[src/hdl/bcd_pkg.sv]
`timescale 1ns / 1ps
// ----------------------------------------------------------------------------
// bcd_pkg: shared types and constants for the BC1/BC2/BC3 block decoder
// Holds the format codes, register map and the palette entry handed from the
// front end, through the queue, to the texel back end.
// ----------------------------------------------------------------------------
package bcd_pkg;

  // Format codes (format_mode register); the unused code decodes as BC1
  localparam logic [1:0] MODE_BC1  = 2'd0;
  localparam logic [1:0] MODE_BC2  = 2'd1;
  localparam logic [1:0] MODE_BC3  = 2'd2;
  localparam logic [1:0] MODE_RSVD = 2'd3;

  // Register map: APB word index
  localparam int unsigned PADDR_W        = 3;
  localparam logic        REG_FORMAT_MODE = 1'b0;

  // Beat widths
  localparam int unsigned S_TDATA_W = 128;
  localparam int unsigned M_TDATA_W = 40;

  // Decoded block, ready for texel selection
  typedef struct packed {
    logic [1:0]       mode;
    logic             three;     // BC1 three-colour mode, index 3 transparent
    logic [3:0][7:0]  red;
    logic [3:0][7:0]  green;
    logic [3:0][7:0]  blue;
    logic [7:0][7:0]  apal;      // BC3 alpha palette
    logic [31:0]      cidx;
    logic [63:0]      aw;
  } pal_entry_t;

endpackage

[src/hdl/bcd_front.sv]
`timescale 1ns / 1ps
// ----------------------------------------------------------------------------
// bcd_front: block intake and palette build
// Stage one latches a block with its weighted endpoint sums; stage two divides
// the sums by constant reciprocals and pushes a palette entry to the queue.
// ----------------------------------------------------------------------------
module bcd_front import bcd_pkg::*; (
  input  logic                 clk,
  input  logic                 rst,
  input  logic [1:0]           mode,
  input  logic                 s_tvalid,
  output logic                 s_tready,
  input  logic [S_TDATA_W-1:0] s_tdata,
  output logic                 q_push,
  output pal_entry_t           q_entry,
  input  logic                 q_full
);

  // x/3 for x <= 765
  function automatic logic [7:0] div3(input logic [9:0] x);
    logic [20:0] p;
    p = {11'd0, x} * 21'd683;
    return p[18:11];
  endfunction

  // x/7 for x <= 1785
  function automatic logic [7:0] div7(input logic [10:0] x);
    logic [22:0] p;
    p = {12'd0, x} * 23'd2341;
    return p[21:14];
  endfunction

  // x/5 for x <= 1275
  function automatic logic [7:0] div5(input logic [10:0] x);
    logic [22:0] p;
    p = {12'd0, x} * 23'd3277;
    return p[21:14];
  endfunction

  // Input fields
  logic [63:0] in_aw;
  logic [15:0] in_c0, in_c1;
  logic [31:0] in_cidx;

  assign in_aw   = s_tdata[63:0];
  assign in_c0   = s_tdata[79:64];
  assign in_c1   = s_tdata[95:80];
  assign in_cidx = s_tdata[127:96];

  // Stage one combinational: widen endpoints, weighted sums
  logic [1:0][7:0]   ep_r, ep_g, ep_b;
  logic [2:0][9:0]   sum2_next, sum3_next;
  logic [7:2][10:0]  asum_next;
  logic              four_next, gt_next;
  logic [7:0]        a0_in, a1_in;
  logic [2:0]        wa, wb;
  logic [2:0][7:0]   e0, e1;

  assign a0_in = in_aw[7:0];
  assign a1_in = in_aw[15:8];

  always_comb begin
    ep_r[0] = {in_c0[15:11], in_c0[15:13]};
    ep_g[0] = {in_c0[10:5],  in_c0[10:9]};
    ep_b[0] = {in_c0[4:0],   in_c0[4:2]};
    ep_r[1] = {in_c1[15:11], in_c1[15:13]};
    ep_g[1] = {in_c1[10:5],  in_c1[10:9]};
    ep_b[1] = {in_c1[4:0],   in_c1[4:2]};
    four_next = (mode == MODE_BC2) || (mode == MODE_BC3) || (in_c0 > in_c1);
    gt_next   = a0_in > a1_in;
    e0 = {ep_b[0], ep_g[0], ep_r[0]};
    e1 = {ep_b[1], ep_g[1], ep_r[1]};
    // colour sums: thirds in four-colour mode, half and black otherwise
    for (int ch = 0; ch < 3; ch++) begin
      if (four_next) begin
        sum2_next[ch] = {1'b0, e0[ch], 1'b0} + {2'b0, e1[ch]};
        sum3_next[ch] = {2'b0, e0[ch]} + {1'b0, e1[ch], 1'b0};
      end else begin
        sum2_next[ch] = {2'b0, e0[ch]} + {2'b0, e1[ch]};
        sum3_next[ch] = '0;
      end
    end
    // alpha sums; codes six and seven are fixed later when a0 <= a1
    for (int c = 2; c < 8; c++) begin
      wa = gt_next ? 3'(8 - c) : 3'(6 - c);
      wb = 3'(c - 1);
      asum_next[c] = ({3'd0, a0_in} * {8'd0, wa}) + ({3'd0, a1_in} * {8'd0, wb});
    end
  end

  // Stage one registers
  logic              s1_valid;
  logic [1:0][7:0]   s1_r, s1_g, s1_b;
  logic [2:0][9:0]   s1_sum2, s1_sum3;
  logic [7:2][10:0]  s1_asum;
  logic              s1_four, s1_gt;
  logic [1:0]        s1_mode;
  logic [31:0]       s1_cidx;
  logic [63:0]       s1_aw;

  assign s_tready = !s1_valid || !q_full;
  assign q_push   = s1_valid && !q_full;

  always_ff @(posedge clk) begin
    if (rst) begin
      s1_valid <= 1'b0;
    end else if (s_tready) begin
      s1_valid <= s_tvalid;
    end
  end

  always_ff @(posedge clk) begin
    if (s_tvalid && s_tready) begin
      s1_r    <= ep_r;
      s1_g    <= ep_g;
      s1_b    <= ep_b;
      s1_sum2 <= sum2_next;
      s1_sum3 <= sum3_next;
      s1_asum <= asum_next;
      s1_four <= four_next;
      s1_gt   <= gt_next;
      s1_mode <= mode;
      s1_cidx <= in_cidx;
      s1_aw   <= in_aw;
    end
  end

  // Stage two: constant divides, entry assembly
  logic [2:0][7:0] p2, p3;

  always_comb begin
    for (int ch = 0; ch < 3; ch++) begin
      p2[ch] = s1_four ? div3(s1_sum2[ch]) : s1_sum2[ch][8:1];
      p3[ch] = s1_four ? div3(s1_sum3[ch]) : 8'd0;
    end
    q_entry.mode  = s1_mode;
    q_entry.three = !s1_four;
    q_entry.red   = {p3[0], p2[0], s1_r[1], s1_r[0]};
    q_entry.green = {p3[1], p2[1], s1_g[1], s1_g[0]};
    q_entry.blue  = {p3[2], p2[2], s1_b[1], s1_b[0]};
    q_entry.cidx  = s1_cidx;
    q_entry.aw    = s1_aw;
    q_entry.apal[0] = s1_aw[7:0];
    q_entry.apal[1] = s1_aw[15:8];
    for (int c = 2; c < 8; c++) begin
      if (s1_gt)      q_entry.apal[c] = div7(s1_asum[c]);
      else if (c < 6) q_entry.apal[c] = div5(s1_asum[c]);
      else if (c == 6) q_entry.apal[c] = 8'd0;
      else            q_entry.apal[c] = 8'd255;
    end
  end

endmodule

[src/hdl/bcd_queue.sv]
`timescale 1ns / 1ps
// ----------------------------------------------------------------------------
// bcd_queue: palette entry queue
// Small register FIFO between the front end and the texel back end.
// ----------------------------------------------------------------------------
module bcd_queue import bcd_pkg::*; #(
  parameter int unsigned DEPTH = 2
) (
  input  logic       clk,
  input  logic       rst,
  input  logic       push,
  input  pal_entry_t wr_entry,
  output logic       full,
  output logic       valid,
  output pal_entry_t head,
  input  logic       pop
);

  localparam int unsigned PTR_W = (DEPTH > 1) ? $clog2(DEPTH) : 1;
  localparam int unsigned CNT_W = $clog2(DEPTH + 1);

  pal_entry_t       store [DEPTH];
  logic [PTR_W-1:0] wr_ptr, rd_ptr;
  logic [CNT_W-1:0] count;

  assign full  = (count == CNT_W'(DEPTH));
  assign valid = (count != '0);
  assign head  = store[rd_ptr];

  // Pointers and fill count
  always_ff @(posedge clk) begin
    if (rst) begin
      wr_ptr <= '0;
      rd_ptr <= '0;
      count  <= '0;
    end else begin
      if (push) begin
        wr_ptr <= (wr_ptr == PTR_W'(DEPTH - 1)) ? '0 : wr_ptr + 1'b1;
      end
      if (pop) begin
        rd_ptr <= (rd_ptr == PTR_W'(DEPTH - 1)) ? '0 : rd_ptr + 1'b1;
      end
      if (push && !pop)      count <= count + 1'b1;
      else if (pop && !push) count <= count - 1'b1;
    end
  end

  // Entry storage
  always_ff @(posedge clk) begin
    if (push) begin
      store[wr_ptr] <= wr_entry;
    end
  end

endmodule

[src/hdl/bcd_back.sv]
`timescale 1ns / 1ps
// ----------------------------------------------------------------------------
// bcd_back: texel emitter
// Walks the sixteen texels of the head entry, one per beat, into the output
// register, and releases the entry with the last texel.
// ----------------------------------------------------------------------------
module bcd_back import bcd_pkg::*; (
  input  logic                 clk,
  input  logic                 rst,
  input  logic                 q_valid,
  input  pal_entry_t           q_head,
  output logic                 q_pop,
  output logic                 m_tvalid,
  input  logic                 m_tready,
  output logic [M_TDATA_W-1:0] m_tdata,
  output logic                 m_tlast
);

  logic [3:0] k;
  logic       adv;
  logic [1:0] ci;
  logic [3:0] nib;
  logic [5:0] code_off;
  logic [2:0] code;
  logic [7:0] alpha_sel;

  assign adv   = !m_tvalid || m_tready;
  assign q_pop = adv && q_valid && (k == 4'd15);

  // Per-texel selection
  always_comb begin
    ci       = q_head.cidx[{k, 1'b0} +: 2];
    nib      = q_head.aw[{k, 2'b00} +: 4];
    code_off = 6'd16 + {2'b00, k} + {1'b0, k, 1'b0};
    code     = q_head.aw[code_off +: 3];
    unique case (q_head.mode)
      MODE_BC2: alpha_sel = {nib, nib};
      MODE_BC3: alpha_sel = q_head.apal[code];
      default:  alpha_sel = (q_head.three && (ci == 2'd3)) ? 8'd0 : 8'd255;
    endcase
  end

  // Texel counter and output valid
  always_ff @(posedge clk) begin
    if (rst) begin
      k        <= '0;
      m_tvalid <= 1'b0;
    end else if (adv) begin
      m_tvalid <= q_valid;
      if (q_valid) k <= k + 1'b1;
    end
  end

  // Output beat
  always_ff @(posedge clk) begin
    if (adv && q_valid) begin
      m_tdata <= {4'd0, alpha_sel, q_head.blue[ci], q_head.green[ci],
                  q_head.red[ci], k};
      m_tlast <= (k == 4'd15);
    end
  end

endmodule

[src/hdl/bc1_bc2_bc3_block_decoder_top.sv]
`timescale 1ns / 1ps
// ----------------------------------------------------------------------------
// bc1_bc2_bc3_block_decoder_top: BC1/BC2/BC3 4x4 block decoder
// Takes one compressed block per input beat and emits its sixteen RGBA
// texels in row-major order.
// ----------------------------------------------------------------------------
//  Channel   Dir  Handshake          Beat
//  s_*       in   tvalid/tready      one compressed block
//  m_*       out  tvalid/tready      one decoded texel, tlast on texel 15
//  APB       in   psel/penable       format_mode at byte address 0
//
//  Block rate is set by the back end emitting one texel a cycle when the
//  output is not stalled. The first texel passes the front register, the
//  queue entry and the output register before it is valid on the output.
//  The front end keeps taking blocks while the back end drains, until the
//  entry queue and the front stage are full; output stalls hold the texel.
//  Synchronous reset clears the pipeline valids, queue and format_mode.
// ----------------------------------------------------------------------------
module bc1_bc2_bc3_block_decoder_top import bcd_pkg::*; #(
  parameter int unsigned QUEUE_DEPTH = 2
) (
  input  logic                 clk,
  input  logic                 rst,
  // block input: alpha_word[63:0], color0[79:64], color1[95:80],
  // color_indices[127:96]
  input  logic                 s_tvalid,
  output logic                 s_tready,
  input  logic [S_TDATA_W-1:0] s_tdata,
  // texel output: texel_index[3:0], red[11:4], green[19:12], blue[27:20],
  // alpha[35:28], zero pad[39:36]
  output logic                 m_tvalid,
  input  logic                 m_tready,
  output logic [M_TDATA_W-1:0] m_tdata,
  output logic                 m_tlast,
  // configuration
  input  logic                 psel,
  input  logic                 penable,
  input  logic                 pwrite,
  input  logic [PADDR_W-1:0]   paddr,
  input  logic [31:0]          pwdata,
  output logic [31:0]          prdata,
  output logic                 pready
);

  logic [1:0] format_mode;

  // Register access
  assign pready = 1'b1;
  assign prdata = (paddr[2] == REG_FORMAT_MODE) ? {30'd0, format_mode} : 32'd0;

  always_ff @(posedge clk) begin
    if (rst) begin
      format_mode <= MODE_BC1;
    end else if (psel && penable && pwrite && pready && (paddr[2] == REG_FORMAT_MODE)) begin
      format_mode <= pwdata[1:0];
    end
  end

  // Front end, queue, back end
  logic       q_push, q_full, q_valid, q_pop;
  pal_entry_t q_wr, q_head;

  bcd_front u_front (
    .clk      (clk),
    .rst      (rst),
    .mode     (format_mode),
    .s_tvalid (s_tvalid),
    .s_tready (s_tready),
    .s_tdata  (s_tdata),
    .q_push   (q_push),
    .q_entry  (q_wr),
    .q_full   (q_full)
  );

  bcd_queue #(
    .DEPTH (QUEUE_DEPTH)
  ) u_queue (
    .clk      (clk),
    .rst      (rst),
    .push     (q_push),
    .wr_entry (q_wr),
    .full     (q_full),
    .valid    (q_valid),
    .head     (q_head),
    .pop      (q_pop)
  );

  bcd_back u_back (
    .clk      (clk),
    .rst      (rst),
    .q_valid  (q_valid),
    .q_head   (q_head),
    .q_pop    (q_pop),
    .m_tvalid (m_tvalid),
    .m_tready (m_tready),
    .m_tdata  (m_tdata),
    .m_tlast  (m_tlast)
  );

  // Checks
  a_last_on_fifteen: assert property (@(posedge clk) disable iff (rst)
    m_tvalid |-> (m_tlast == (m_tdata[3:0] == 4'd15)))
    else $error("tlast does not match texel index");

  a_index_steps: assert property (@(posedge clk) disable iff (rst)
    (m_tvalid && m_tready) |=> (!m_tvalid || (m_tdata[3:0] == $past(m_tdata[3:0]) + 4'd1)))
    else $error("texel index skipped or repeated");

  a_no_push_full: assert property (@(posedge clk) disable iff (rst)
    q_push |-> !q_full)
    else $error("push into full queue");

  a_pop_valid: assert property (@(posedge clk) disable iff (rst)
    q_pop |-> q_valid)
    else $error("pop from empty queue");

endmodule
[config.mk]
export PLATFORM = sky130hd
export DESIGN_NAME = bc1_bc2_bc3_block_decoder_top
export DESIGN_NICKNAME = d
export VERILOG_FILES = /design/src/hdl/bcd_pkg.sv /design/src/hdl/bcd_front.sv /design/src/hdl/bcd_queue.sv /design/src/hdl/bcd_back.sv /design/src/hdl/bc1_bc2_bc3_block_decoder_top.sv
export SDC_FILE = /design/constraint.sdc
export NUM_CORES = 2
export LEC_CHECK = 0
export BUFFER_PORTS_ARGS = -buffer_cell sky130_fd_sc_hd__buf_2
export CELL_PAD_IN_SITES_DETAIL_PLACEMENT = 0
export CELL_PAD_IN_SITES_GLOBAL_PLACEMENT = 2
export CORE_MARGIN = 2
export CORE_UTILIZATION = 25
export CTS_CLUSTER_SIZE = 8
export DETAILED_ROUTE_END_ITERATION = 8
export PLACE_DENSITY_LB_ADDON = 0.1
export SLEW_MARGIN = 10
export SYNTH_ARGS = -nofsm -noshare
export SYNTH_HDL_FRONTEND = slang
export SYNTH_SLANG_ARGS = --single-unit
export TNS_END_PERCENT = 20
[constraint.sdc]
create_clock -name clk -period 11.9 [get_ports clk]
set_clock_uncertainty 0.05 [all_clocks]
set_input_delay 0.595 -clock clk [delete_from_list [all_inputs] [get_ports clk]]
set_output_delay 0.595 -clock clk [all_outputs]
set_load 0.01 [all_outputs]
==> summary.md <==
| Metric | Value |
|---|---|
| Setup TNS | `0 ps` |
| Post-cts repair resize count | `0` |
| Avg Cell Area, Syn | `~12 sq um` |
| Total Nets Final | `~7.2k` |
| Number of synthesized register bits | `754` |
| CTS tree | `done` |
| First-pass GRT wire length | `258.8 mm` |
| Ys flop type | `edfxtp_1` |
| 1st-iter DRT viols | `1637` |
| Routed vias | `37.67k` |
| Max-Cap Viols | `0` |
| Die Y | `506.1 microns` |
| Min cycle time layout | `6752 ps` |
| EDFF count, synth | `741` |
| Top-Level Pins | `246` |
| Final count of negative-setup-slack endpoints | `0` |
| Port Buf Inserts | `178` |
| Critical Path Source | `u_front.s1_asum[3]` |
| CTS sink cnt | `between 700 and 800` |
| Residual DRC count | `0` |
| Hold endpoint | `u_back.m_tvalid` |
| Sequential share of the synthesized area | `35.72%` |
| Starting density of the core | `between 20 and 30%` |
| Crit Reg-Reg Endpoint | `u_queue.store[0][117]` |
| Crit Path Max Fanout | `8` |
| Final hold viol count | `0` |
| Crit. End Element | `flip-flop` |
| Worst Hold Class | `input pin to flip-flop` |
| Final Max Tran Viols | `0` |
| Die ar. | `between 200000 and 300000 sq um` |
| Grt ovf | `0` |
| CTS root buffer | `clkbuf_16` |
| Initial antenna violation count | `15` |
| Worst hold path depth | `3` |
| Relative slew margins | `approximately 26%` |
| Period utilization | `56.74%` |
| Netlist cell types | `68` |
| Mapped Cells | `between 5k and 6k` |
| Critical path launch point type | `flip-flop` |
| Mapped cell area | `63020 sq um` |
| Status | `finished clean` |
| Layout fillers | `26.09k` |
| Reg2reg path depth | `21` |
| Fmax achieved | `between 0.1 and 0.15 GHz` |
| WL/cell | `19.07 microns` |
| Vias/cell | `4.226` |
| Area growth syn-to-layout | `14.07%` |
| Post-DP HPWL | `133.8 mm` |
| GP Congestion | `0.7307` |
| Commonest non-fill, non-tap cell in the layout | `ha_1` |
| Post-DRT Antenna Nets | `0` |
| Worst R2R Setup Slack | `5150 ps` |
| Number of core rows | `between 150 and 200` |
| Critical path class | `flip-flop to flip-flop` |
| RSZ-0062 raised after global routing | `no` |
| Fraction of registers with async set or reset after synthesis | `0%` |
| Largest net degree at the start of global routing | `67` |
| H-tree depth | `3` |
| YS warnings | `0` |
| First-pass detailed-route iteration total | `5` |
| Deepest clock path buffer count | `3` |
| Worst skew pair latency | `770 ps` |
| DRT Wirelength | `~170 mm` |
| Most frequent cells in the layout | `ha_1, inv_1, edfxtp_1, fa_1, xnor2_1` |
| Worst-path clk slew | `50 ps` |
| Worst EP arrival | `7120 ps` |
| Reg2reg start | `u_front.s1_asum[3]` |
| Worst endpoint required time | `12270 ps` |
| Die width | `506.1 microns` |
| GRT Total Usage | `13.35%` |
| Worst hold start | `m_tready` |
| Worst Max-Slew Pin Slew | `1111 ps` |
| Floorplan Core Area | `250900 sq um` |
| CTS Buf Count | `108` |
| Fraction of layout cells with a size suffix above 1 | `9.374%` |
| Vias in the first global route | `40.75k` |
==> routing by layer <==
metal  global-route usage (%)  vias to the layer above  share of wire (%)
met5                        0                        -                  0
met2                    21.19                      438                 45
met1                    19.61                    18490                 51
met3                    1.624                      141                2.9
met4                    2.197                        0                1.3
li1                         -                    18600                  -
==> flip-flops by register name, summed over array words and instances, names as in the netlist, named ones only <==
register / flops
u_front.s1_sum2: 30
u_front.s1_asum: 58
u_front.s1_cidx: 32
u_front.s1_four: 1
u_front.s1_valid: 1
u_front.s1_sum3: 30
u_front.q_entry: 32
u_queue.wr_ptr: 1
u_front.s1_gt: 1
u_front.s1_mode: 2
format_mode: 2
u_queue.count: 2
u_front.s1_aw: 64
u_back.m_tlast: 1
u_queue.rd_ptr: 1
u_back.k: 4
u_back.m_tdata: 36
u_queue.store: 454
u_back.m_tvalid: 1
==> worst max path at each step <==
stage / end / slack [ps]
after floorplan: u_queue.store[0][100] / 1000
after global placement: u_queue.store[0][117] / 4930
after detailed placement: u_queue.store[0][117] / 4880
after CTS: u_queue.store[1][117] / 4930
after global routing: u_queue.store[1][117] / 4530
final: u_queue.store[0][117] / 5150
==> critical path, cell delays in order (launching register included) <==
cell and delay (ps):
edfxtp_1 600, inv_1 200, ha_1 380, fa_1 570
inv_1 70, fa_1 550, inv_1 60, fa_1 540
inv_1 40, ha_1 290, ha_1 310, a21oi_1 130
nor2b_1 50, o21ai_0 180, o211ai_1 180, a21oi_1 300
nor2b_1 120, o41ai_1 710, o21ai_0 250, xor2_1 180
nor2_1 60, a21oi_1 640
==> logic make-up (layout without fill, tap and decap cells) <==
group,after synthesis,count (layout),share of synthesized area [%]
adder cells (fa/ha/maj),1555,1555,35.64
buffers and inverters,1143,1481,7.187
flip-flops,754,754,35.72
AO/OA/AOI/OAI,564,564,5.656
AND/OR/NAND/NOR,560,560,4.185
multiplexers,344,344,7.922
XOR/XNOR,264,264,3.681
other,2,43,0.01192
==> cells in the mapped netlist, types with 26 or more instances <==
cell / count / area, sq um
a211oi_1: 26 / 195.2
clkbuf_1: 38 / 142.6
nand2b_1: 31 / 193.9
mux2_2: 36 / 405.4
nor3_1: 45 / 225.2
mux2i_1: 186 / 1862
o21bai_1: 38 / 285.3
edfxtp_1: 741 / 22250
mux4_2: 120 / 2703
inv_1: 1020 / 3829
o21ai_0: 109 / 545.5
a21o_1: 61 / 457.9
nor2_1: 194 / 728.2
ha_1: 1155 / 14450
a21oi_1: 189 / 945.9
nor2b_1: 51 / 319.1
nand2_1: 132 / 495.5
xnor2_1: 200 / 1752
fa_1: 400 / 8008
buf_4: 42 / 315.3
xor2_1: 63 / 551.8
==> stage by stage <==
step                hold slack [ps]  setup WS [ps]  instance area, sq um  utilization, %  cells
global placement              372.4           4935                 67930           27.07   8665
CTS                           13.61           4932                 71870           28.64   8906
detailed placement            379.8           4882                 67930           27.07   8665
floorplan                     371.5           1004                 63150               -   5220
global route                  92.54           4528                 71870           28.64   8906
finish                        110.8           5148                 71890           28.65   8913
==> final cells by class <==
type                            instances  area, sq um  area share, %
Inverter                             1023         3840          5.341
Tap cell                             3348         4189          5.827
Timing Repair Buffer                  300         2014          2.802
Clock inverter                         17        274.0         0.3812
Antenna cell                            7        17.52        0.02437
Multi-Input combinational cell       3323        36200          50.36
Clock buffer                          141         2836          3.946
Sequential cell                       754        22520          31.32
==> what timing repair did <==
item                      CTS  global route
hold buffers               83             0
hold endpoints to repair   83             0
buffers inserted            0             0
Power is left out: the tool's default activity adds up to more than one toggle a clock period on the data nets, which glitch-free logic cannot reach.
